[src/rtl/ppc_pkg.sv]
// Shared types, constants and helpers for the single-plane polygon clipper.
package ppc_pkg;

   localparam int COORD_BITS = 32;
   localparam int FRAC_BITS  = 16;
   localparam int CW         = 32;
   localparam int DW         = 64;
   localparam int QDEPTH     = 2;
   localparam int CSR_IW     = 8;

   localparam logic [1:0] JOB_POINT = 2'd0;
   localparam logic [1:0] JOB_CROSS = 2'd1;
   localparam logic [1:0] JOB_MARK  = 2'd2;

   localparam logic [CSR_IW-1:0] REG_NORMAL_X = CSR_IW'(0);
   localparam logic [CSR_IW-1:0] REG_NORMAL_Y = CSR_IW'(1);
   localparam logic [CSR_IW-1:0] REG_NORMAL_Z = CSR_IW'(2);
   localparam logic [CSR_IW-1:0] REG_PLANE_D  = CSR_IW'(3);

   localparam logic signed [CW-1:0] NORMAL_Z_RESET = CW'(65536);

   typedef struct packed {
      logic [1:0]             kind;
      logic                   end_flag;
      logic signed [CW-1:0]   px;
      logic signed [CW-1:0]   py;
      logic signed [CW-1:0]   pz;
      logic signed [CW-1:0]   qx;
      logic signed [CW-1:0]   qy;
      logic signed [CW-1:0]   qz;
      logic signed [DW-1:0]   dp;
      logic signed [DW-1:0]   dq;
   } job_type;

   function automatic logic signed [DW-1:0] sat_add(input logic signed [DW-1:0] a,
                                                   input logic signed [DW-1:0] b);
      logic signed [DW:0] s;
      s = {a[DW-1], a} + {b[DW-1], b};
      if (s[DW] != s[DW-1]) begin
         sat_add = s[DW] ? {1'b1, {(DW-1){1'b0}}} : {1'b0, {(DW-1){1'b1}}};
      end else begin
         sat_add = s[DW-1:0];
      end
   endfunction

endpackage

[src/rtl/ppc_fifo.sv]
// Short job queue between the classifying front end and the execution back end.
module ppc_fifo (
   input  logic             clock,
   input  logic             reset,
   input  logic             push_valid,
   output logic             push_ready,
   input  ppc_pkg::job_type push_job,
   output logic             pop_valid,
   input  logic             pop_ready,
   output ppc_pkg::job_type pop_job
);
   import ppc_pkg::*;

   localparam int AW = $clog2(QDEPTH);

   job_type            mem [QDEPTH];
   logic [AW-1:0]      wr_ptr_ff, wr_ptr_in;
   logic [AW-1:0]      rd_ptr_ff, rd_ptr_in;
   logic [AW:0]        count_ff, count_in;
   logic               do_push, do_pop;

   assign push_ready = (count_ff != (AW+1)'(QDEPTH));
   assign pop_valid  = (count_ff != '0);
   assign pop_job    = mem[rd_ptr_ff];
   assign do_push    = push_valid && push_ready;
   assign do_pop     = pop_valid && pop_ready;

   always_comb begin
      wr_ptr_in = wr_ptr_ff;
      rd_ptr_in = rd_ptr_ff;
      count_in  = count_ff;
      if (do_push) begin
         wr_ptr_in = (wr_ptr_ff == AW'(QDEPTH-1)) ? '0 : wr_ptr_ff + 1'b1;
      end
      if (do_pop) begin
         rd_ptr_in = (rd_ptr_ff == AW'(QDEPTH-1)) ? '0 : rd_ptr_ff + 1'b1;
      end
      if (do_push && !do_pop) begin
         count_in = count_ff + 1'b1;
      end else if (do_pop && !do_push) begin
         count_in = count_ff - 1'b1;
      end
   end

   always_ff @(posedge clock) begin
      if (reset) begin
         wr_ptr_ff <= '0;
         rd_ptr_ff <= '0;
         count_ff  <= '0;
      end else begin
         wr_ptr_ff <= wr_ptr_in;
         rd_ptr_ff <= rd_ptr_in;
         count_ff  <= count_in;
      end
   end

   always_ff @(posedge clock) begin
      if (do_push) begin
         mem[wr_ptr_ff] <= push_job;
      end
   end

endmodule

[config.mk]
export PLATFORM = sky130hd
export DESIGN_NAME = ppc_fifo
export DESIGN_NICKNAME = d
export VERILOG_FILES = /design/src/rtl/ppc_pkg.sv /design/src/rtl/ppc_fifo.sv
export SDC_FILE = /design/constraint.sdc
export NUM_CORES = 1
export LEC_CHECK = 0
export BUFFER_PORTS_ARGS = -buffer_cell sky130_fd_sc_hd__buf_2
export CAP_MARGIN = 5
export CORE_AREA = 2 2 253 255
export DETAILED_ROUTE_END_ITERATION = 8
export DIE_AREA = 0 0 255 257
export PLACE_DENSITY_LB_ADDON = 0.1
export RECOVER_POWER = 50
export SLEW_MARGIN = 20
export SYNTH_ARGS = -nofsm -noshare
export SYNTH_HDL_FRONTEND = slang
export SYNTH_SLANG_ARGS = --single-unit
[constraint.sdc]
create_clock -name clock -period 12 [get_ports clock]
set_input_delay 2.4 -clock clock [delete_from_list [all_inputs] [get_ports clock]]
set_output_delay 2.4 -clock clock [all_outputs]
set_load 0.1 [all_outputs]
# Word level (Yosys, flattened, before mapping)
# Memory sizes are Yosys's and may differ from the RTL's. A register that Yosys moved wholly into a read port is not among the register bits.
# Index checks and enable logic that the tools add are counted.
[op_classes]
n_addsub = 4
eq_ne = 1
muxes = 8
reduce_logical = 8
[op_table]
columns = ["op", "count"]
rows = [
  ["2-to-1 mux 1 bit", 6],
  ["logical AND 1 bit", 4],
  ["2-to-1 mux 2 bit", 2],
  ["nonzero test 2 bit", 2],
  ["adder 1 bit, second input constant", 2],
  ["adder 2 x 1 -> 2 bit, second input constant", 1],
  ["zero test 1 bit", 2],
  ["!= test 2 bit, second input constant", 1],
  ["subtractor 2 x 1 -> 2 bit, second input constant", 1],
]
[totals]
reg_bits = 4
mem_bits_rw = 646
in_bits = 327
out_inout_bits = 325
wordCells = 25
n_memories = 1
[mem_list]
columns = ["name", "words", "width", "read_ports", "rd_clocked_by_memory_dff", "write_ports", "line_no", "rtl"]
rows = [
  ["mem", 2, 323, 1, 1, 1, "ppc_fifo.sv:16", "job_type mem [QDEPTH];"],
]

# Longest topological paths before layout
[logic_depth]
ltp_word = 6
mapped_depth = 6
ltp_nobuf = 6

# Worst setup path before layout
# OpenSTA, ideal clock, no wires.
[synth_timing]
path_kind = "input to register"
startpoint = "input push_valid"
endpoint = "memory mem[1][0] (netlist bit) (enable)"
slack_ps = 1481
stages = 1
setup_ps = 728
path_buffers = 0
arrival_ps = 9791
cell_sequence = "and3_1"
[synth_via]
elab_chain_len = 3
[synth_rtl]
columns = ["element", "line_no", "rtl"]
rows = [
  ["from (decl)", "ppc_fifo.sv:5", "input logic push_valid,"],
  ["logical AND 1 bit", "ppc_fifo.sv:25", "assign do_push = push_valid && push_ready;"],
  ["2-to-1 mux 1 bit", "ppc_fifo.sv:58", "if (do_push) begin"],
  ["2-to-1 mux 1 bit (not written as such)", "ppc_fifo.sv:59", "mem[wr_ptr_ff] <= push_job;"],
  ["to (decl)", "ppc_fifo.sv:16", ""],
]
# No other way between the ends.

==> results.txt <==
The final reports fail on capacitance limit, slew limit. The type of the tightest min-delay check is flip-flop to flip-flop. The number of antenna violations at the first check in global routing came out at 30.

The maximum number of pins on one net before global-route repair is roughly 160. The number of DRC markers after the initial detailed-route iteration came out at roughly 620. For this design the ratio of total power to cell area is approximately 300 nW/um^2. The number of core rows is 92.

The share of final-layout standard cells stronger than drive strength 1 came out at a little over half. After technology mapping, the gate count stands at slightly above 1000. The synthesized netlist devotes less than 1% of its cell area to XOR and XNOR gates. The number of H-tree levels came out at 3. The critical path is of the flip-flop to primary output type. The tightest slew margin relative to the limit is -35.0%. The worst-margin pin slew is 2.02 ns. The number of global-route vias before repair was 12800. The type of destination of the critical path is a primary output. The compound-gate portion of the synthesized area came out at less than 1%. Setup violations remaining at the end of the flow were counted as 0. The area growth from synthesis to layout is 24.8%. The launch point of the worst hold path is rd_ptr_ff. The placed wire-length estimate after detailed placement came out at approximately 44000 um. The DRC violation count after routing is 0.

The maximum vdd ir drop came out at 0.198 mV. The shortest clock period the worst path allows after layout came out at about 6.6 ns. The number of inserted filler cells in the final layout is around 5400. Each instance of the synthesized netlist takes up on average between 20 and 25 um^2. The number of warnings issued by yosys came out at 0. TritonCTS built the clock tree. Counting cells, the worst reg-to-reg path comes to 4. The routability congestion estimate came out at between 0.8 and 0.9. The average routed wire per standard cell is around 23 um. The number of nets in the synthesized netlist is around 1400. STA classifies the critical path startpoint as a flip-flop. The first-pass iteration count of the detailed router is 4. The worst register-to-register path has a setup slack of ~7.6 ns. The die outline height is 257 um.

The number of vias per cell came out at around 4.7. The number of synthesized register bits came out at roughly 650. The leakage power summed over all cells came out at 11.6 nW.

The initial utilization of the core area, before any placement, comes to about 40%. For hold timing, the worst endpoint is rd_ptr_ff. The flow ran to the end, but the final reports show violations. The vias after detailed routing is about 12000.

The number of antenna-violating nets in the routed design came out at 0. The area of the core is 62700 um^2. Across the run, the number of max-cap violations was 1. Once the clock tree was built, the setup fixing pass inserted 0 buffers.

TritonCTS created 70 clock buffers. The share of synthesized cell area in full adder, half adder and majority cells came out at less than 1%. The first global-routing pass estimated 85900 um of wire. The commonest non-fill, non-tap cell in the layout is sky130_fd_sc_hd__edfxtp_1. The total wire length is approximately 62000 um. The number of placed I/O pins came out at 652. After clock tree synthesis, the clock-pin slew on the worst setup and hold paths is approximately 0.05 ns. The endpoint of the most critical register-to-register path is mem[1][259].

The die area came out at 65500 um^2. The number of clock sinks seen by CTS came out at 651. The worst clock skew came out at 0.0163 ns.

The final hold slack came out at just over 0.5 ns. The cell area that synthesis handed to floorplanning was 24600 um^2. The dominant combinational cell family by area after synthesis is multiplexers. The final layout contains approximately 2100 nets. The post-cts hold buffer count came out at 0. The worst register-to-register path begins at count_ff[0].

Registers take about 20000 um^2. The cell sitting at the root of the clock tree is a sky130_fd_sc_hd__clkbuf_16. Of all nets on the critical path, the largest fanout is 63. The horizontal die dimension is about 260 um. The data arrival time of the critical path is between 4 and 5 ns. The number of input and output port buffers inserted is roughly 650. The max-slew violation total from the final report came out at between 40 and 50. The sequential share of the synthesized area came out at 79.1%. Of the total synthesized cell area, the portion taken by AND, OR, NAND and NOR gates is less than 1%. Derived from the worst setup path, the maximum achievable clock frequency is 0.151 GHz. The hold path depth came out at 2. The aggregate negative setup slack is 0 ns. The number of cells upsized or downsized after cts came out at 0. The hold violation count in the final report is 0. Leaving out fill and tap cells, the most frequent cells in the layout are 646 x sky130_fd_sc_hd__edfxtp_1, 515 x sky130_fd_sc_hd__buf_2, 270 x sky130_fd_sc_hd__mux2_4. Setup repair after global routing left no endpoint under its margin. The later pin in the worst-skew pair is clocked with a latency of between 0.5 and 0.6 ns. In the final layout, the multi-input gates occupy approximately 4800 um^2. The data required time at the worst endpoint came out at 9.60 ns. The post-synthesis mux area share is between 10% and 20%. The total track usage is 18.3%. The count of unique library cells instantiated by Yosys is 19. The final global-route overflow total is 0.

The final clock period utilization by the worst path is between 50% and 60%. The design draws 0.00905 W. The maximum buffer depth of the clock tree came out at 3.
flip-flops by register name, summed over array words and instances, names as in the netlist, named ones only:
register   cells
count_ff       2
rd_ptr_ff      1
mem          646
wr_ptr_ff      1
worst max path at each step:
stage                          start           end  slack, ns  depth (start not counted)
after floorplan           push_valid     mem[1][0]       1.48                          1
after global placement     flip-flop   pop_job[74]       5.99                          4
after detailed placement   flip-flop   pop_job[76]       5.90                          4
after CTS                  flip-flop   pop_job[76]       5.26                          4
after global routing       flip-flop  pop_job[288]       5.13                          4
final                      flip-flop   pop_job[76]       5.38                          4
metal layers:
| metal | share of wire [%] | track usage, % | vias up |
|---|---|---|---|
| li1 | - | - | 5548 |
| met1 | 35 | 19.5 | 6218 |
| met2 | 53 | 32.6 | 414 |
| met3 | 8.0 | 6.54 | 112 |
| met4 | 2.9 | 7.23 | 26 |
| met5 | 0.27 | 0 | - |
critical path: stages (launching register included):
cell                      delay, ns
sky130_fd_sc_hd__dfxtp_4       0.89
sky130_fd_sc_hd__buf_4         0.95
sky130_fd_sc_hd__buf_4         0.88
sky130_fd_sc_hd__mux2_4        0.31
sky130_fd_sc_hd__buf_2         0.42
cell families (layout without fill, tap and decap cells):
| logic type | after synthesis | count (layout) |
|---|---|---|
| DFF | 651 | 651 |
| muxes | 323 | 323 |
| buffers and inverters | 37 | 786 |
| and+or+nand+nor | 9 | 9 |
| AOI/OAI and AO/OA | 5 | 5 |
| xor gates and xnor gates | 3 | 3 |
| adders and majority gates | 1 | 1 |
| other | 0 | 18 |
report_power, final:
| group | leakage [nW] | internal [W] | total [W] | switching [W] |
|---|---|---|---|---|
| sequential | 6.07 | 0.00285 | 0.00295 | 0.000104 |
| combinational | 4.43 | 0.000824 | 0.00405 | 0.00322 |
| clock | 1.09 | 0.00120 | 0.00205 | 0.000850 |
cells in the mapped netlist (all sizes together):
library cell | number | area, um^2
edfxtp | 646 | 19400
mux2 | 323 | 4650
buf | 36 | 374
dfxtp | 5 | 100
nor2 | 3 | 11.3
xor2 | 3 | 26.3
a21oi | 2 | 10.0
o21ai | 2 | 10.0
a21bo | 1 | 10.0
and2 | 1 | 6.26
and3 | 1 | 6.26
ha | 1 | 12.5
inv | 1 | 3.75
nand2b | 1 | 6.26
nand3b | 1 | 7.51
or2 | 1 | 6.26
or3 | 1 | 6.26
per-stage QoR:
stage	worst slack [ns]	instance area, um^2	instances	util, %
floorplan	1.48	24600	1029	-
global placement	5.99	28700	2500	45.8
detailed placement	5.90	28700	2500	45.8
CTS	5.26	30900	2624	49.2
global route	5.13	30700	2636	49.0
finish	5.38	30800	2642	49.0
layout make-up:
cell class	instances	area share, %
timing repair buffer	661	10.4
multi-input combinational	341	15.5
antenna	18	0.146
sequential	651	63.4
tap	846	3.44
inverter	1	0.0366
clock buffer	88	6.15
clock inverter	36	0.964
Power figures use the tool's default switching activity.
