File: config.mk
export PLATFORM = sky130hd
export DESIGN_NAME = ppc_front
export DESIGN_NICKNAME = d
export VERILOG_FILES = /design/src/rtl/ppc_pkg.sv /design/src/rtl/ppc_front.sv
export SDC_FILE = /design/constraint.sdc
export NUM_CORES = 2
export LEC_CHECK = 0
export BUFFER_PORTS_ARGS = -buffer_cell sky130_fd_sc_hd__buf_2
export CORE_MARGIN = 3
export CORE_UTILIZATION = 35
export CTS_CLUSTER_SIZE = 14
export DETAILED_ROUTE_END_ITERATION = 8
export GPL_TIMING_DRIVEN = 0
export PLACE_DENSITY = 0.57
export SYNTH_ARGS = -nofsm -noshare
export SYNTH_HDL_FRONTEND = slang
export SYNTH_SLANG_ARGS = --single-unit
File: constraint.sdc
create_clock -name clock -period 8.52 [get_ports clock]
set_input_delay 1.278 -clock clock [delete_from_list [all_inputs] [get_ports clock]]
set_output_delay 1.278 -clock clock [all_outputs]
set_load 0.1 [all_outputs]
File: src/rtl/ppc_pkg.sv
// Shared types, constants and helpers for the single-plane polygon clipper.
package ppc_pkg;

   localparam int COORD_BITS = 32;
   localparam int FRAC_BITS  = 16;
   localparam int CW         = 32;
   localparam int DW         = 64;
   localparam int QDEPTH     = 2;
   localparam int CSR_IW     = 8;

   localparam logic [1:0] JOB_POINT = 2'd0;
   localparam logic [1:0] JOB_CROSS = 2'd1;
   localparam logic [1:0] JOB_MARK  = 2'd2;

   localparam logic [CSR_IW-1:0] REG_NORMAL_X = CSR_IW'(0);
   localparam logic [CSR_IW-1:0] REG_NORMAL_Y = CSR_IW'(1);
   localparam logic [CSR_IW-1:0] REG_NORMAL_Z = CSR_IW'(2);
   localparam logic [CSR_IW-1:0] REG_PLANE_D  = CSR_IW'(3);

   localparam logic signed [CW-1:0] NORMAL_Z_RESET = CW'(65536);

   typedef struct packed {
      logic [1:0]             kind;
      logic                   end_flag;
      logic signed [CW-1:0]   px;
      logic signed [CW-1:0]   py;
      logic signed [CW-1:0]   pz;
      logic signed [CW-1:0]   qx;
      logic signed [CW-1:0]   qy;
      logic signed [CW-1:0]   qz;
      logic signed [DW-1:0]   dp;
      logic signed [DW-1:0]   dq;
   } job_type;

   function automatic logic signed [DW-1:0] sat_add(input logic signed [DW-1:0] a,
                                                   input logic signed [DW-1:0] b);
      logic signed [DW:0] s;
      s = {a[DW-1], a} + {b[DW-1], b};
      if (s[DW] != s[DW-1]) begin
         sat_add = s[DW] ? {1'b1, {(DW-1){1'b0}}} : {1'b0, {(DW-1){1'b1}}};
      end else begin
         sat_add = s[DW-1:0];
      end
   endfunction

endpackage

File: src/rtl/ppc_front.sv
// Front end: plane registers, vertex distance, edge classification into jobs.
module ppc_front (
   input  logic                            clock,
   input  logic                            reset,
   input  logic                            csr_valid,
   output logic                            csr_ready,
   input  logic [ppc_pkg::CSR_IW-1:0]      csr_index,
   input  logic [ppc_pkg::CW-1:0]          csr_wdata,
   input  logic                            req_valid,
   output logic                            req_ready,
   input  logic signed [ppc_pkg::CW-1:0]   req_vert_x,
   input  logic signed [ppc_pkg::CW-1:0]   req_vert_y,
   input  logic signed [ppc_pkg::CW-1:0]   req_vert_z,
   input  logic                            req_final_vertex,
   output logic                            push_valid,
   input  logic                            push_ready,
   output ppc_pkg::job_type                push_job
);
   import ppc_pkg::*;

   localparam logic [1:0] ST_IDLE = 2'd0;
   localparam logic [1:0] ST_DIST = 2'd1;
   localparam logic [1:0] ST_EMIT = 2'd2;
   localparam int SH = CW - COORD_BITS;

   logic [1:0]              state_ff, state_in;
   logic [2:0]              phase_ff, phase_in;
   logic [2:0]              slot_ff, slot_in;
   logic signed [CW-1:0]    nx_ff, ny_ff, nz_ff, pd_ff;
   logic signed [CW-1:0]    vx_ff, vy_ff, vz_ff;
   logic                    fin_ff;
   logic signed [DW-1:0]    prod_ff, prod_in;
   logic signed [DW-1:0]    acc_ff, acc_in;
   logic signed [CW-1:0]    fx_ff, fy_ff, fz_ff;
   logic signed [DW-1:0]    fd_ff;
   logic signed [CW-1:0]    qx_ff, qy_ff, qz_ff;
   logic signed [DW-1:0]    qd_ff;
   logic                    started_ff, emitted_ff;
   logic signed [CW-1:0]    mul_a, mul_b;
   logic signed [DW-1:0]    pd_shift;
   logic signed [CW-1:0]    efx, efy, efz;
   logic signed [DW-1:0]    efd;
   logic                    prev_in, vert_in, first_in;
   logic [4:0]              act;
   logic [4:0]              above;
   logic                    cur, accept, finish;

   assign csr_ready = 1'b1;
   assign req_ready = (state_ff == ST_IDLE);
   assign accept    = req_valid && req_ready;

   always_ff @(posedge clock) begin
      if (reset) begin
         nx_ff <= '0;
         ny_ff <= '0;
         nz_ff <= NORMAL_Z_RESET;
         pd_ff <= '0;
      end else if (csr_valid) begin
         case (csr_index)
            REG_NORMAL_X: nx_ff <= csr_wdata;
            REG_NORMAL_Y: ny_ff <= csr_wdata;
            REG_NORMAL_Z: nz_ff <= csr_wdata;
            REG_PLANE_D:  pd_ff <= csr_wdata;
            default: ;
         endcase
      end
   end

   // One shared signed multiplier walks the three axes.
   always_comb begin
      case (phase_ff)
         3'd0: begin
            mul_a = nx_ff;
            mul_b = vx_ff;
         end
         3'd1: begin
            mul_a = ny_ff;
            mul_b = vy_ff;
         end
         3'd2: begin
            mul_a = nz_ff;
            mul_b = vz_ff;
         end
         default: begin
            mul_a = '0;
            mul_b = '0;
         end
      endcase
   end

   assign pd_shift = DW'(signed'(pd_ff)) <<< FRAC_BITS;

   always_comb begin
      prod_in = mul_a * mul_b;
      case (phase_ff)
         3'd0:    acc_in = '0;
         3'd4:    acc_in = sat_add(acc_ff, -pd_shift);
         default: acc_in = sat_add(acc_ff, prod_ff);
      endcase
   end

   // A polygon that opens on this vertex closes back onto the vertex itself.
   assign efx = started_ff ? fx_ff : vx_ff;
   assign efy = started_ff ? fy_ff : vy_ff;
   assign efz = started_ff ? fz_ff : vz_ff;
   assign efd = started_ff ? fd_ff : acc_ff;

   assign prev_in  = (qd_ff <= 0);
   assign vert_in  = (acc_ff <= 0);
   assign first_in = (efd <= 0);

   always_comb begin
      act[0] = started_ff && prev_in;
      act[1] = started_ff && (prev_in != vert_in);
      act[2] = fin_ff && vert_in;
      act[3] = fin_ff && (vert_in != first_in);
      act[4] = fin_ff && (act[3:0] == 4'd0) && !emitted_ff;
   end

   assign above  = act >> (slot_ff + 3'd1);
   assign cur    = act[slot_ff];
   assign finish = (state_ff == ST_EMIT) && (!cur || push_ready) && (slot_ff == 3'd4);

   always_comb begin
      push_job          = '0;
      push_job.end_flag = fin_ff && (above == 5'd0);
      push_job.px       = vx_ff;
      push_job.py       = vy_ff;
      push_job.pz       = vz_ff;
      push_job.qx       = efx;
      push_job.qy       = efy;
      push_job.qz       = efz;
      push_job.dp       = acc_ff;
      push_job.dq       = efd;
      case (slot_ff)
         3'd0: begin
            push_job.kind = JOB_POINT;
            push_job.px   = qx_ff;
            push_job.py   = qy_ff;
            push_job.pz   = qz_ff;
         end
         3'd1: begin
            push_job.kind = JOB_CROSS;
            push_job.px   = qx_ff;
            push_job.py   = qy_ff;
            push_job.pz   = qz_ff;
            push_job.dp   = qd_ff;
            push_job.qx   = vx_ff;
            push_job.qy   = vy_ff;
            push_job.qz   = vz_ff;
            push_job.dq   = acc_ff;
         end
         3'd2:    push_job.kind = JOB_POINT;
         3'd3:    push_job.kind = JOB_CROSS;
         default: begin
            push_job.kind = JOB_MARK;
            push_job.px   = '0;
            push_job.py   = '0;
            push_job.pz   = '0;
         end
      endcase
   end

   assign push_valid = (state_ff == ST_EMIT) && cur;

   always_comb begin
      state_in = state_ff;
      phase_in = phase_ff;
      slot_in  = slot_ff;
      case (state_ff)
         ST_IDLE: begin
            if (accept) begin
               state_in = ST_DIST;
               phase_in = '0;
            end
         end
         ST_DIST: begin
            phase_in = phase_ff + 3'd1;
            if (phase_ff == 3'd4) begin
               state_in = ST_EMIT;
               slot_in  = '0;
            end
         end
         ST_EMIT: begin
            if (!cur || push_ready) begin
               slot_in = slot_ff + 3'd1;
               if (slot_ff == 3'd4) begin
                  state_in = ST_IDLE;
               end
            end
         end
         default: state_in = ST_IDLE;
      endcase
   end

   always_ff @(posedge clock) begin
      if (reset) begin
         state_ff   <= ST_IDLE;
         phase_ff   <= '0;
         slot_ff    <= '0;
         started_ff <= 1'b0;
         emitted_ff <= 1'b0;
         fx_ff      <= '0;
         fy_ff      <= '0;
         fz_ff      <= '0;
         fd_ff      <= '0;
         qx_ff      <= '0;
         qy_ff      <= '0;
         qz_ff      <= '0;
         qd_ff      <= '0;
      end else begin
         state_ff <= state_in;
         phase_ff <= phase_in;
         slot_ff  <= slot_in;
         if (finish) begin
            if (!started_ff) begin
               fx_ff <= vx_ff;
               fy_ff <= vy_ff;
               fz_ff <= vz_ff;
               fd_ff <= acc_ff;
            end
            qx_ff      <= vx_ff;
            qy_ff      <= vy_ff;
            qz_ff      <= vz_ff;
            qd_ff      <= acc_ff;
            started_ff <= !fin_ff;
            emitted_ff <= !fin_ff && started_ff && (emitted_ff || act[0] || act[1]);
         end
      end
   end

   always_ff @(posedge clock) begin
      if (accept) begin
         vx_ff  <= CW'(signed'(req_vert_x <<< SH) >>> SH);
         vy_ff  <= CW'(signed'(req_vert_y <<< SH) >>> SH);
         vz_ff  <= CW'(signed'(req_vert_z <<< SH) >>> SH);
         fin_ff <= req_final_vertex;
      end
      if (state_ff == ST_DIST) begin
         prod_ff <= prod_in;
         acc_ff  <= acc_in;
      end
   end

endmodule

# Yosys cells after proc, flatten, opt, wreduce, memory -nomap -nowiden
# Cells that the tools add are included.
[word_totals] n_memories=0 ram_bits=0 word_cells=118 output_inout_bits=326 inputBits=142 mem_bits_ro=0 ff_bits=683 latchBits=0
[op_classes] eq_ne=20 mul=1 bitwise=0 n_shift=1 muxes=26 n_addsub=5 div_mod_pow=0 reduce_logical=38 n_lt_le_gt_ge=4
[op_table] operator="2-to-1 mux 64 bit" count=5
[op_table] operator="2-to-1 mux 224 bit" count=1
[op_table] operator="less-or-equal comparator 64 x 1 -> 1 bit, second input constant" count=3
[op_table] operator="case mux 32 bit (3 select lines)" count=2
[op_table] operator="case mux 96 bit (2 select lines)" count=1
[op_table] operator="adder 64 x 64 -> 65 bit" count=2
[op_table] operator="case mux 64 bit (2 select lines)" count=1
[op_table] operator="2-to-1 mux 32 bit" count=3
[op_table] operator="multiplier 32 x 32 -> 64 bit" count=1
[op_table] operator="negator 48 -> 64 bit" count=1
[op_table] operator="equality test 8 x 2 -> 1 bit, second input constant" count=2
[op_table] operator="logical AND 1 bit" count=13
[op_table] operator="case mux 3 bit (2 select lines)" count=2
[op_table] operator="AND reduction 2 bit" count=5
[op_table] operator="equality test 3 x 2 -> 1 bit, second input constant" count=3
[op_table] operator="2-to-1 mux 3 bit" count=3
[op_table] operator="equality test 8 x 1 -> 1 bit, second input constant" count=1
[op_table] operator="zero test 8 bit" count=1
[op_table] operator="2-to-1 mux 2 bit" count=4
[op_table] operator="OR reduction 2 bit" count=4
[op_table] operator="adder 3 x 1 -> 3 bit, second input constant" count=2
[op_table] operator="equality test 3 x 1 -> 1 bit, second input constant" count=2
[op_table] operator="equality test 3 bit, second input constant" count=2
[op_table] operator="zero test 3 bit" count=2
[op_table] operator="other kinds (19)" count=29

# Longest topological paths before layout
[logic_depth] word_depth=13 ltp_mapped=38 ltp_nobuf=32

# Worst setup path after synthesis
# No wires, ideal clock.
[synth_timing] path_kind="register to register" from="register phase_ff[0]" to="register prod_ff[61], data pin" setup_ns=0.269 required_ns=8.251 synth_period_minus_slack_ns=9.229 path_slack_ns=-0.709 arrival_time_ns=8.960 path_buffers=5 stages_incl_launch_ff=33 path_cell_list="dfxtp_1 inv_1 ha_1 clkbuf_1 nor2b_1 clkbuf_1 clkbuf_1 buf_1 a22oi_1 nand2_1 clkbuf_1 nand2_1 inv_1 fa_1 fa_1 fa_1 inv_1 fa_1 inv_1 fa_1 fa_1 fa_1 fa_1 ha_1 and3_1 a31oi_1 o21ai_0 a2111oi_0 o21ai_1 a221o_1 a211oi_1 o31ai_1 xor2_1"
[synth_via] elab_chain_len=3 elab_cells_between_ends=6 classes_between="mul: 1; eq/ne: 2; mux: 2; reduce/logical: 1"
[synth_rtl] element="from (decl)" line="ppc_front.sv:27" text="logic [2:0] phase_ff, phase_in;"
[synth_rtl] element="from (signal assigned)" line="ppc_front.sv:213" text="phase_ff <= phase_in;"
[synth_rtl] element="equality test 3 x 2 -> 1 bit (tied with other cells)" line="ppc_front.sv:71" text="case (phase_ff)"
[synth_rtl] element="case mux 32 bit (3 select lines)" line="ppc_front.sv:71"
[synth_rtl] element="multiplier 32 x 32 -> 64 bit *" line="ppc_front.sv:94" text="prod_in = mul_a * mul_b;"
[synth_rtl] element="net prod_in[61]" line="ppc_front.sv:32" text="logic signed [DW-1:0] prod_ff, prod_in;"
[synth_rtl] element="to (signal assigned)" line="ppc_front.sv:240" text="prod_ff <= prod_in;"
[synth_rtl] element="to (decl)" line="ppc_front.sv:32"
# The timed path passes the listed nets; every way through them passes the cells marked *.
# A chain may end at the register's enable or synchronous reset.

# Worst setup path in the final report
# Ends and elaborated chain as after synthesis.

==> results.txt <==
sequential cell area: 0.01593 sq mm
Crit path required time: 8920 ps
Post-Syn Area: 0.07056 sq mm
post-synthesis sequential element count: 683
wl on met1: 123,100 um
DR WL met2: 134,100 um
Core Rows: 164
final worst setup slack: -650.4 ps
post-DP HPWL: 250,400 um
fill count: 19,596
Worst path top cell family by delay: adder cells
library cells used by synthesis: 82
Die X: 455.0 um
top cells by area, synth: fa_1, dfxtp_1, edfxtp_1
total grt overflow: 0
startpoint types: register
most frequent cell after synthesis: nand2_1
CTS max path bufs: 3
Tmin final: 9170 ps
static leakage: 37.66 nW
Buf+Inv Stages, Crit Path: 8
Post-synth EDFFs: 225
num ports: 468
Placed Area: 0.07659 sq mm
CTS buffer count: 74
Wirelength per Cell: 26.87 um
max incr delay on CP: 680 ps
hold_buf cts: 0
slew of the pin with the lowest slew margin: 1421 ps
total length of routed wires: 308,900 um
Final setup violation count: 26
post-place setup slack: -3108 ps
First DRT Iteration DRCs: 6,914
vias in the first global route: 61,236
# DRC: 0
die area: 0.2070 sq mm
cell count after synthesis: 7,932
max_cap viols: 0
count of input and output buffers: 465
top post-synthesis cells by count: nand2_1, fa_1, inv_1
chip height: 455.0 um
share of post-route cells with drive strength above 1: 0.2178
Layout Nets: 10,293
Vias/cell: 5.470
Cell Count, Final, Fillers Out: 11,498
Min Hold Slack: 453.7 ps
ys flop type: dfxtp_1
syn nets: 9,464
Core Region: 0.2001 sq mm
clk root buf: clkbuf_16
Total GRT Usage: 0.2896
CTS HTree Levels: 3
crit path kind: reg2reg
top sig layer: met5
Final period util: 1.076
FMAX: 109.0 MHz
initial core utilization: 0.3527
Initial DRT Pass Iterations: 9
crit end category: register
area share of the largest cell type after synthesis: 0.3075
Pwr Density: 122.6 mW/mm^2
clock sinks: 683
post-route setup TNS: -10,590 ps
Final Util: 0.4305
outcome: finished, violations left
failing checks: setup timing
critical path's slowest cell: fa_2
cell taking the most area after synthesis: fa_1
placed instance count: 11,071
HP Class: reg2reg
Max IR drop VDD: 132.7 uV
RSZ-0062 raised after global routing: yes
CP max FO: 6
worst skew pair latency: 680 ps
first-pass GRT wire length: 434,500 um
syn avg cell area: 8.896 sq um
area of the multi-input gates: 0.05132 sq mm
CTS tree: yes
Hold Vio Cnt, Final: 0
Finished Cell Area: 0.08612 sq mm
post-synthesis async set-or-reset flop share: 0
Worst path most repeated cell: fa_1
Worst EP arrival: 9570 ps
via count: 62,898
antenna viol nets, final: 0
GPL Wtd Cong: 1.062
initial antenna violation count: 37
clock-pin slew on the worst setup and hold paths: 60 ps
Slew HR: 0.04924
Max Clock Skew: 63.86 ps
largest net degree at the start of global routing: 62
sequential share of the synthesized area: 0.2257
WL met3: 30,160 um
synth warn: 0
Power Total: 10.56 mW
Area growth syn-to-layout: 22.05%
fin. max-slew vios: 0
-- cell type report --
type | instances | area share
Multi-Input combinational cell | 5744 | 0.5959
Clock inverter | 23 | 0.003341
Tap cell | 2656 | 0.03859
Antenna cell | 23 | 0.0006683
Sequential cell | 683 | 0.1850
Inverter | 1049 | 0.04607
Buffer | 414 | 0.04252
Timing Repair Buffer | 795 | 0.06275
Clock buffer | 111 | 0.02513
-- cells in the final DEF, fill, tap and decap left out, drive strengths merged, types with 25 or more instances in the layout --
master  Yosys  layout
nand2    1605    1605
fa       1084    1084
inv      1049    1050
buf        84     925
a21oi     651     651
nor2      645     645
dfxtp     458     458
clkbuf    372     394
ha        306     306
mux2      226     226
edfxtp    225     225
o21ai     121     121
xnor2     115     115
a22o       99      99
a21o       92      92
and2       66      66
a22oi      61      61
nor4       53      53
xor2       48      48
nand2b     45      45
nand3      42      42
o21bai     39      39
nand4      38      38
nor3       33      33
nor2b      30      30
o221ai     28      28
o211ai     27      27
a211oi     27      27
and3       27      27
o21a       26      26
a211o      25      25
or2        25      25
-- worst register-to-register path, delay by kind of cell, from the launching register on --
| kind | cells | cell delay, ps |
|---|---|---|
| adder cells (fa/ha/maj) | 10 | 4730 |
| AND/OR/NAND/NOR | 4 | 510 |
| buffers and inverters | 8 | 1090 |
| AO/OA/AOI/OAI | 9 | 2000 |
| XOR/XNOR | 1 | 210 |
| flip-flops | 1 | 370 |
-- final timing paths --
path,from,to,slack [ps],depth (start not counted)
setup reg to reg,phase_ff[0],prod_ff[61],-650,32
hold reg to reg,pd_ff[25],pd_ff[25],450,2
hold / removal,pd_ff[25],pd_ff[25],450,2
setup / recovery,phase_ff[0],prod_ff[61],-650,32
-- cell families (layout without fill, tap and decap cells) --
group | after synthesis | count (layout) | share of synthesized area
adders and majority gates | 1390 | 1390 | 0.3618
buffers and inverters | 1505 | 2392 | 0.08235
and+or+nand+nor | 2645 | 2645 | 0.1550
other | 1 | 24 | 0.00005314
DFF | 683 | 683 | 0.2257
muxes | 234 | 234 | 0.03720
xor gates and xnor gates | 163 | 163 | 0.02023
AOI/OAI and AO/OA | 1311 | 1311 | 0.1177
-- layer usage --
layer,vias to the layer above,global-route usage
met5,-,0.002298
met4,4,0.1629
met3,741,0.06306
met2,3275,0.4355
met1,31770,0.3861
li1,27108,-
-- repair_timing --
| action | CTS | global route |
|---|---|---|
| endpoints found under the setup margin | 52 | 40 |
| gates resized for setup | 934 | 371 |
| cloned | 4 | 1 |
| pin swaps | 207 | 274 |
| setup buffers | 178 | 132 |
| hold endpoints to repair | 0 | 0 |
-- registers in the layout, indices dropped and copies added, names as in the netlist, 64 cells and up --
register,count
fd_ff,64
qd_ff,64
prod_ff,64
acc_ff,64
-- power by group --
part / switching, mW / internal (mW) / leakage (nW)
logic: 2.42 / 1.12 / 30.6
clock network: 1.45 / 1.87 / 1.19
registers: 0.204 / 3.49 / 5.85
No activity file was read; power rests on OpenSTA's default activity.
