<file path="config.mk">
export PLATFORM = sky130hd
export DESIGN_NAME = ppc_back
export DESIGN_NICKNAME = d
export VERILOG_FILES = /design/src/rtl/ppc_pkg.sv /design/src/rtl/ppc_back.sv
export SDC_FILE = /design/constraint.sdc
export NUM_CORES = 2
export LEC_CHECK = 0
export ABC_CLOCK_PERIOD_IN_PS = 31100
export BUFFER_PORTS_ARGS = -buffer_cell sky130_fd_sc_hd__buf_2
export CORE_UTILIZATION = 50
export DETAILED_ROUTE_END_ITERATION = 10
export GPL_TIMING_DRIVEN = 0
export HOLD_SLACK_MARGIN = 0.02
export PLACE_DENSITY = 0.67
export SLEW_MARGIN = 20
export SYNTH_ARGS = -nofsm -noshare
export SYNTH_HDL_FRONTEND = slang
export SYNTH_SLANG_ARGS = --single-unit
export TNS_END_PERCENT = 5
</file>
<file path="constraint.sdc">
create_clock -name clock -period 31.1 [get_ports clock]
set_clock_uncertainty 0.2 [all_clocks]
set_input_delay 3.11 -clock clock [delete_from_list [all_inputs] [get_ports clock]]
set_output_delay 3.11 -clock clock [all_outputs]
set_load 0.05 [all_outputs]
</file>
<file path="src/rtl/ppc_pkg.sv">
// Shared types, constants and helpers for the single-plane polygon clipper.
package ppc_pkg;

   localparam int COORD_BITS = 32;
   localparam int FRAC_BITS  = 16;
   localparam int CW         = 32;
   localparam int DW         = 64;
   localparam int QDEPTH     = 2;
   localparam int CSR_IW     = 8;

   localparam logic [1:0] JOB_POINT = 2'd0;
   localparam logic [1:0] JOB_CROSS = 2'd1;
   localparam logic [1:0] JOB_MARK  = 2'd2;

   localparam logic [CSR_IW-1:0] REG_NORMAL_X = CSR_IW'(0);
   localparam logic [CSR_IW-1:0] REG_NORMAL_Y = CSR_IW'(1);
   localparam logic [CSR_IW-1:0] REG_NORMAL_Z = CSR_IW'(2);
   localparam logic [CSR_IW-1:0] REG_PLANE_D  = CSR_IW'(3);

   localparam logic signed [CW-1:0] NORMAL_Z_RESET = CW'(65536);

   typedef struct packed {
      logic [1:0]             kind;
      logic                   end_flag;
      logic signed [CW-1:0]   px;
      logic signed [CW-1:0]   py;
      logic signed [CW-1:0]   pz;
      logic signed [CW-1:0]   qx;
      logic signed [CW-1:0]   qy;
      logic signed [CW-1:0]   qz;
      logic signed [DW-1:0]   dp;
      logic signed [DW-1:0]   dq;
   } job_type;

   function automatic logic signed [DW-1:0] sat_add(input logic signed [DW-1:0] a,
                                                   input logic signed [DW-1:0] b);
      logic signed [DW:0] s;
      s = {a[DW-1], a} + {b[DW-1], b};
      if (s[DW] != s[DW-1]) begin
         sat_add = s[DW] ? {1'b1, {(DW-1){1'b0}}} : {1'b0, {(DW-1){1'b1}}};
      end else begin
         sat_add = s[DW-1:0];
      end
   endfunction

endpackage

</file>
<file path="src/rtl/ppc_back.sv">
// Back end: executes queued jobs, computing edge crossings with a serial divider.
module ppc_back (
   input  logic                            clock,
   input  logic                            reset,
   input  logic                            pop_valid,
   output logic                            pop_ready,
   input  ppc_pkg::job_type                pop_job,
   output logic                            rsp_valid,
   input  logic                            rsp_ready,
   output logic signed [ppc_pkg::CW-1:0]   rsp_out_x,
   output logic signed [ppc_pkg::CW-1:0]   rsp_out_y,
   output logic signed [ppc_pkg::CW-1:0]   rsp_out_z,
   output logic                            rsp_has_vertex,
   output logic                            rsp_polygon_end
);
   import ppc_pkg::*;

   localparam logic [1:0] B_IDLE = 2'd0;
   localparam logic [1:0] B_DIV  = 2'd1;
   localparam logic [1:0] B_MUL  = 2'd2;
   localparam logic [1:0] B_OUT  = 2'd3;
   localparam int TW = CW + 1;

   logic [1:0]              state_ff;
   logic [4:0]              bit_ff;
   logic [1:0]              axis_ff;
   job_type                 job_ff;
   logic [DW-1:0]           den_ff, rem_ff;
   logic [TW-1:0]           t_ff;
   logic [2*TW-1:0]         prod_ff;
   logic signed [CW-1:0]    res_ff [3];
   logic                    has_ff;
   logic                    out_valid_ff;
   logic [DW-1:0]           mag_a, mag_b, ha, hb, den_c;
   logic [DW-1:0]           dr;
   logic signed [CW-1:0]    pc [3];
   logic signed [CW-1:0]    qc [3];
   logic signed [CW:0]      delta [3];
   logic [TW-1:0]           dmag [3];
   logic [1:0]              ridx;
   logic [TW:0]             off;
   logic                    out_free;

   assign pc[0] = job_ff.px;
   assign pc[1] = job_ff.py;
   assign pc[2] = job_ff.pz;
   assign qc[0] = job_ff.qx;
   assign qc[1] = job_ff.qy;
   assign qc[2] = job_ff.qz;

   always_comb begin
      for (int i = 0; i < 3; i++) begin
         delta[i] = {qc[i][CW-1], qc[i]} - {pc[i][CW-1], pc[i]};
         dmag[i]  = delta[i][CW] ? TW'(-delta[i]) : TW'(delta[i]);
      end
   end

   assign mag_a = pop_job.dp[DW-1] ? DW'(-pop_job.dp) : DW'(pop_job.dp);
   assign mag_b = pop_job.dq[DW-1] ? DW'(-pop_job.dq) : DW'(pop_job.dq);
   assign ha    = (mag_a[DW-1] || mag_b[DW-1]) ? (mag_a >> 1) : mag_a;
   assign hb    = (mag_a[DW-1] || mag_b[DW-1]) ? (mag_b >> 1) : mag_b;
   assign den_c = ha + hb;
   assign dr    = den_ff - rem_ff;

   // The product carries 32 fraction bits; round half up before dropping them.
   assign ridx = axis_ff - 2'd1;
   assign off  = (TW+1)'((prod_ff + (2*TW)'(64'h8000_0000)) >> CW);

   assign out_free  = !out_valid_ff || rsp_ready;
   assign pop_ready = (state_ff == B_IDLE);
   assign rsp_valid = out_valid_ff;

   always_ff @(posedge clock) begin
      if (reset) begin
         state_ff     <= B_IDLE;
         out_valid_ff <= 1'b0;
         bit_ff       <= '0;
         axis_ff      <= '0;
      end else begin
         if ((state_ff == B_OUT) && out_free) begin
            out_valid_ff <= 1'b1;
         end else if (rsp_ready) begin
            out_valid_ff <= 1'b0;
         end
         case (state_ff)
            B_IDLE: begin
               if (pop_valid) begin
                  case (pop_job.kind)
                     JOB_CROSS: begin
                        if (ha >= den_c) begin
                           state_ff <= B_MUL;
                           axis_ff  <= '0;
                        end else begin
                           state_ff <= B_DIV;
                           bit_ff   <= '0;
                        end
                     end
                     default: state_ff <= B_OUT;
                  endcase
               end
            end
            B_DIV: begin
               bit_ff <= bit_ff + 5'd1;
               if (bit_ff == 5'd31) begin
                  state_ff <= B_MUL;
                  axis_ff  <= '0;
               end
            end
            B_MUL: begin
               axis_ff <= axis_ff + 2'd1;
               if (axis_ff == 2'd3) begin
                  state_ff <= B_OUT;
               end
            end
            B_OUT: begin
               if (out_free) begin
                  state_ff <= B_IDLE;
               end
            end
            default: state_ff <= B_IDLE;
         endcase
      end
   end

   always_ff @(posedge clock) begin
      case (state_ff)
         B_IDLE: begin
            if (pop_valid) begin
               job_ff <= pop_job;
               has_ff <= (pop_job.kind != JOB_MARK);
               res_ff[0] <= pop_job.px;
               res_ff[1] <= pop_job.py;
               res_ff[2] <= pop_job.pz;
               den_ff <= den_c;
               rem_ff <= ha;
               t_ff   <= (ha >= den_c) ? {1'b1, {CW{1'b0}}} : '0;
            end
         end
         B_DIV: begin
            if (rem_ff >= dr) begin
               rem_ff <= rem_ff - dr;
               t_ff   <= {t_ff[TW-2:0], 1'b1};
            end else begin
               rem_ff <= rem_ff + rem_ff;
               t_ff   <= {t_ff[TW-2:0], 1'b0};
            end
         end
         B_MUL: begin
            if (axis_ff != 2'd3) begin
               prod_ff <= dmag[axis_ff] * t_ff;
            end
            if (axis_ff != 2'd0) begin
               res_ff[ridx] <= delta[ridx][CW] ? pc[ridx] - CW'(off)
                                               : pc[ridx] + CW'(off);
            end
         end
         B_OUT: begin
            if (out_free) begin
               rsp_out_x       <= res_ff[0];
               rsp_out_y       <= res_ff[1];
               rsp_out_z       <= res_ff[2];
               rsp_has_vertex  <= has_ff;
               rsp_polygon_end <= job_ff.end_flag;
            end
         end
         default: ;
      endcase
   end

endmodule

</file>
# Yosys cells after proc, flatten, opt, wreduce, memory -nomap -nowiden

Memories as Yosys holds them, arrays and structs flattened. A register that Yosys moved wholly into a read port is not among the register bits.
Index checks and enable logic that the tools add are counted.

Flip-flop bits (word level): 431
Latch bits: 0
Memory bits (writable): 96
ROM bits: 0
Output and inout bits: 100
Logic and storage cells: 127
Memories: 1

Memories:

| name   | depth | bits a word | read ports | clocked after memory_dff | write ports | line           | RTL |
|---|---|---|---|---|---|---|---|
| res_ff | 3     | 32          | 3          | 3                        | 3           | ppc_back.sv:31 | `logic signed [CW-1:0] res_ff [3];` |

Add/sub/neg operators: 18
$mul: 1
Divide/modulo/power cells: 0
Order comparisons: 4
Equality and inequality tests: 15
Shift-type cells: 0
Mux-type cells: 51
Bitwise operators: 2
Reductions and logical operators: 17

Operators with widths:

| operator               | count |
|---|---|
| $mux 64                | 6 |
| $mux 33                | 9 |
| $bmux 33 s2            | 2 |
| $add 64x64->64         | 2 |
| $ge 64x64->1           | 2 |
| $mux 32                | 4 |
| $neg 64->64            | 2 |
| $pmux 64 s2            | 1 |
| $sub 64x64->64         | 2 |
| $neg 33->33            | 3 |
| $sub 32x32->33         | 3 |
| $pmux 33 s2            | 1 |
| $add 64x32->64 const B | 1 |
| $bmux 32 s2            | 1 |
| $mul 33x33->64         | 1 |
| $add 32x32->32         | 1 |
| $reduce_or 32->1       | 1 |
| $sub 32x32->32         | 1 |
| $mux 2                 | 11 |
| $mux 5                 | 3 |
| $ne 2x2->1 const B     | 7 |
| $mux 1                 | 10 |
| $pmux 5 s2             | 1 |
| $pmux 2 s4             | 1 |
| 19 further kinds       | 32 |

# Logic depth before layout (Yosys ltp)

Depth after elaboration: 10
Depth in mapped cells: 50
Mapped depth without buffers: 47

# Least setup slack after synthesis

Ideal clock, no wire load.

Kind: input port to flip-flop
From: in pop_job[41] (netlist name)
To: reg bit_ff[2]
Setup time: 133 ps
Data arrival time: 11631 ps
Required time: 30767 ps
Setup slack: 19136 ps
Cell stages on the path: 43
Path buffers: 5
Path through: buf_2 or4_4 or4_4 nor4_4 or4b_4 nor2_4 nand3_2 nand2_1 buf_1 clkbuf_1 buf_1 buf_1 a21boi_0 ha_1 a21o_1 a21oi_1 o21bai_1 a21oi_1 [7 not listed] o21bai_1 a21oi_1 o31a_1 xor2_1 ha_1 a21oi_1 nor2b_1 o21ai_0 nand2b_1 a21oi_1 nor2b_1 o21ai_0 nand2b_1 a21oi_1 nand3_1 o31a_1 o21ai_0 a21oi_1

Longest elaborated chain between the ends: 8

Ends and longest elaborated chain:

| what                              | line                           | RTL |
|---|---|---|
| start, declared                   | ppc_back.sv:7                  | `input ppc_pkg::job_type pop_job,` |
| $neg 64->64                       | ppc_back.sv:59                 | `assign mag_b = pop_job.dq[DW-1] ? DW'(-pop_job.dq) : DW'(pop_job.dq);` |
| $mux 64 (*)                       | ppc_back.sv:59                 |  |
| $logic_or 1x1->1                  | ppc_back.sv:60, ppc_back.sv:61 |  |
| $mux 64, on equally long branches | ppc_back.sv:60, ppc_back.sv:61 |  |
| $add 64x64->64                    | ppc_back.sv:62                 | `assign den_c = ha + hb;` |
| $ge 64x64->1 (*)                  | ppc_back.sv:90                 | `if (ha >= den_c) begin` |
| $ne 2x2->1 (no line) (*)          | n/a                            |  |
| $reduce_and 4->1 (no line) (*)    | n/a                            |  |
| end signal, assigned              | ppc_back.sv:103                | `bit_ff <= bit_ff + 5'd1;` |
| end, declared                     | ppc_back.sv:25                 | `logic [4:0] bit_ff;` |

Mark *: on every way between the ends. The rest lies on a longest branch, timed or not.
A chain may end at the register's enable or synchronous reset.

# Worst setup path after layout

From: in pop_job[71] (netlist name)
To: reg bit_ff[2]

Longest elaborated chain between the ends: 8

Ends and longest elaborated chain:

| what                              | line                           | RTL |
|---|---|---|
| $neg 64->64                       | ppc_back.sv:58                 | `assign mag_a = pop_job.dp[DW-1] ? DW'(-pop_job.dp) : DW'(pop_job.dp);` |
| $mux 64 (*)                       | ppc_back.sv:58                 |  |
| $logic_or 1x1->1                  | ppc_back.sv:60, ppc_back.sv:61 |  |
| $mux 64, on equally long branches | ppc_back.sv:60, ppc_back.sv:61 |  |
| $add 64x64->64                    | ppc_back.sv:62                 |  |
| $ge 64x64->1 (*)                  | ppc_back.sv:90                 |  |
| $ne 2x2->1 (no line) (*)          | n/a                            |  |
| $reduce_and 4->1 (no line) (*)    | n/a                            |  |

Marked as above.

==> metrics list <==
* Pins Over Slew Limit: 0
- The most critical setup path has its startpoint at pop_job[71].
- After clock tree synthesis, the clock-pin slew on the worst setup and hold paths is 0.06 ns.
- Actual transition at the worst max-transition pin: 1.34 ns
- TritonCTS clock tree: yes
- RSZ-0062 raised after global routing: no
- Growth of design area from synthesis to finish: 9.25%
- Delay contributed by the slowest stage of the critical path: 0.79 ns
* Average wire per standard cell: 27.0 um
- In this run the tightest slew margin relative to its limit is 9.83%.
- Hold is met by 0.210 ns.
* Synthesized netlist cell count: 9614
- Share of the clock period used by the worst path after layout: 52.9%
- Among all flip-flop cells after synthesis, the most frequent one is edfxtp_1.
- Final Setup Violations: 0
- Among the stages of the critical path, the cell type that occurs most often is a21oi_1.
- Average cell area after synthesis: 8.79 um2
- Reg2Reg Launch Point: job_ff[224]
- Max cap viols: 0
- Depth of the worst register-to-register path: 45
- Fraction of layout cells with a size suffix above 1: 6.55%
- Worst-skew pair later-pin latency: 0.74 ns
* Post-synth net total: 11549
- For the worst setup path, the data arrival time is 16.79 ns.
- Count of buffers inserted at the top-level ports: 397
- Pre-CTS setup slack: 14.22 ns
* GRT Total Usage: 39.0%
- Remaining routing DRC violations: 0
- Routability-driven placement finished with a final weighted congestion of 1.04.
* Number of flops mapped to enable cells by yosys: 582
- Post-detailed-placement half-perimeter wirelength: 278000 um
- Core area: 167000 um2
- First-pass GRT wire length: 485000 um
* CP max FO: 10
- Length of the first detailed-routing pass in iterations: 8
* Post-cts repair resize count: 0
* Full die area: 171000 um2
- Crit start category: primary input
* Number of register bits inferred by synthesis: 592
* Post-route ant nets: 0
- Outcome: finished clean
- H-tree level count: 3
* Unique masters post-synth: 100
- Static timing analysis puts the maximum clock frequency at 0.0608 GHz.
- CP required: 31.44 ns
- STA classifies the critical path endpoint as a flip-flop.
- Cell with the largest stage delay on the worst path: buf_1
- Number of antenna violations at the first check in global routing: 52
- The initialized floorplan defines 150 standard-cell rows.
* Die X: 413 um
* Remaining global-route overflow: 0
- Yosys printed 0 warnings.
- The most critical setup path has its endpoint at bit_ff[2].
* Initial cell density of the core: 50.5%
- Final critical path time including I/O delays and setup: 16.45 ns
- Total placed instance area: 89800 um2
- Hold violation count in the final report: 0
- Number of clock sinks: 592
- For this run, the post-layout net count is 12045.
- Clock Root Buffer: clkbuf_16
- Post-Syn Area: 84500 um2
- Seq/Total Area, Yosys: 20.9%
- CTS Buf Count: 72
- Post-route setup slack: 14.65 ns
- Via-to-Cell Ratio: 6.01
- Summing all non-filler instances in the final layout gives an area of 92300 um2.
- The number of setup buffers added after CTS is 0.
- Vias post-DR: 74483
- Entering global routing, the biggest net connects 105 pins.
- The number of global-route vias before repair came to 72883.
- Across all register-to-register paths, the minimum setup slack is 15.42 ns.
- The worst hold path belongs to the class reg -> reg.
- Share of synthesized registers carrying an async set or reset: 0%
- DR iter-0 viols: 7531
- For this design, the CTS-stage hold fixing added 0 buffers.
- I/O Pins: 427
* Reg-to-reg critical path endpoint: prod_ff[61]
- The critical path is of the in -> reg type.
* Start point of the worst min-delay path: res_ff[2][18]
* Setup TNS after final layout: 0 ns
- Cell count of the worst hold path: 0
- Bufs on Longest Clock Path: 3
- After detailed routing, the total wire length is 335000 um.
* Die Ht: 413 um
-- cells in the final DEF, fill, tap and decap left out, types with 22 or more instances in the layout --
cell type,instances
diode_2,34
or4_1,35
mux2_2,22
nand2_1,1036
xor2_1,231
fa_1,963
nor2_1,564
xnor2_1,332
mux2i_1,62
inv_1,1383
o21bai_1,68
nor2b_1,95
o31ai_1,62
o21ai_0,449
clkbuf_16,74
o211ai_1,30
edfxtp_1,582
a21o_1,220
buf_2,404
a31oi_1,65
buf_1,28
or2_2,28
and4_1,22
nor3_1,115
a21oi_1,616
ha_1,645
and3_1,52
clkbuf_1,408
or3_1,68
nand4_1,66
nor4_1,42
a211oi_1,47
and2_1,529
o21a_1,81
nand3_1,173
nand2b_1,117
-- cell type report --
type / count / area, um2
Multi-Input combinational cell: 7199 / 60100
Tap cell: 2204 / 2760
Clock inverter: 35 / 475
Fill cell: 15508 / 75100
Antenna cell: 34 / 85.1
Clock buffer: 93 / 1920
Sequential cell: 592 / 17700
Timing Repair Buffer: 422 / 2410
Buffer: 438 / 1690
Inverter: 1385 / 5210
-- synthesized netlist by cell type (14+ instances only) --
cell / number / area [um2]
or3_1: 68 / 425
o21bai_1: 68 / 510
o41ai_1: 22 / 193
buf_1: 28 / 105
or4_1: 35 / 263
a21boi_0: 18 / 135
nand2b_1: 117 / 732
mux2_2: 22 / 248
a22oi_1: 15 / 113
nand3_1: 173 / 866
o31a_1: 20 / 175
and4_1: 22 / 193
o31ai_1: 62 / 465
xnor2_1: 332 / 2910
a211oi_1: 47 / 353
a2111oi_0: 16 / 140
a21oi_1: 616 / 3080
nor4_1: 44 / 275
and3_1: 52 / 325
a31oi_1: 66 / 413
nor2b_1: 96 / 601
o21ai_0: 454 / 2270
o211ai_1: 30 / 225
xor2_1: 231 / 2020
o21ai_1: 14 / 70.1
and2_1: 529 / 3310
ha_1: 645 / 8070
edfxtp_1: 582 / 17500
o21a_1: 81 / 608
clkbuf_1: 401 / 1510
nand4_1: 66 / 413
nor3_1: 115 / 576
a211o_1: 14 / 123
inv_1: 1384 / 5190
nor2_1: 565 / 2120
or2_2: 28 / 175
o2111ai_1: 15 / 131
a21o_1: 220 / 1650
nand3b_1: 17 / 128
nand2_1: 1040 / 3900
fa_1: 963 / 19300
mux2i_1: 62 / 621
o22ai_1: 29 / 181
-- critical path: cells and delay by family --
family	cells	cell delay [ns]
simple gates	12	3.67
fa+ha+maj	2	0.70
xor+xnor	1	0.17
buf+inv	5	3.03
compound gates	22	6.04
-- metrics by stage --
stage,instances,util [%]
after floorplan,9614,-
after global placement,12215,53.3
after detailed placement,12239,53.7
after CTS,12367,55.1
after global routing,12380,55.1
final,12402,55.2
-- flip-flops by register name, indices dropped and copies added (netlist names) --
signal and flops:
res_ff 96, state_ff 2, axis_ff 2, den_ff 64
rem_ff 64, job_ff 193, has_ff 1, rsp_has_vertex 1
rsp_out_x 32, t_ff 33, rsp_valid 1, rsp_out_z 32
rsp_polygon_end 1, prod_ff 33, bit_ff 5, rsp_out_y 32
-- cell families (layout without fill, tap and decap cells) --
logic type	after synthesis	after routing	synth area share, %
AOI/OAI and AO/OA	1930	1930	14.2
xor gates and xnor gates	563	563	5.83
adders and majority gates	1608	1608	32.4
buffers and inverters	1823	2373	8.13
DFF	592	592	20.9
muxes	89	89	1.16
other	1	35	0.00444
and+or+nand+nor	3008	3008	17.4
-- how the worst min path moves through the flow --
stage / endpoint / slack, ns
global route: rsp_out_z[2] / 0.22
floorplan: rsp_has_vertex / 0.20
CTS: rsp_out_z[18] / 0.20
detailed placement: rsp_has_vertex / 0.20
finish: rsp_out_z[18] / 0.21
global placement: rsp_out_z[5] / 0.20
-- routing by layer --
layer / vias up / GRT usage [%] / part of all wire, %
met5: - / 0 / 0.066
met4: 30 / 19.1 / 5.8
met3: 787 / 10.2 / 11
met2: 3824 / 60.2 / 44
met1: 36799 / 50.8 / 40
li1: 33043 / - / -
Power is not shown: default switching activity piles up to over one toggle a cycle in this logic, so the estimate is an artifact.
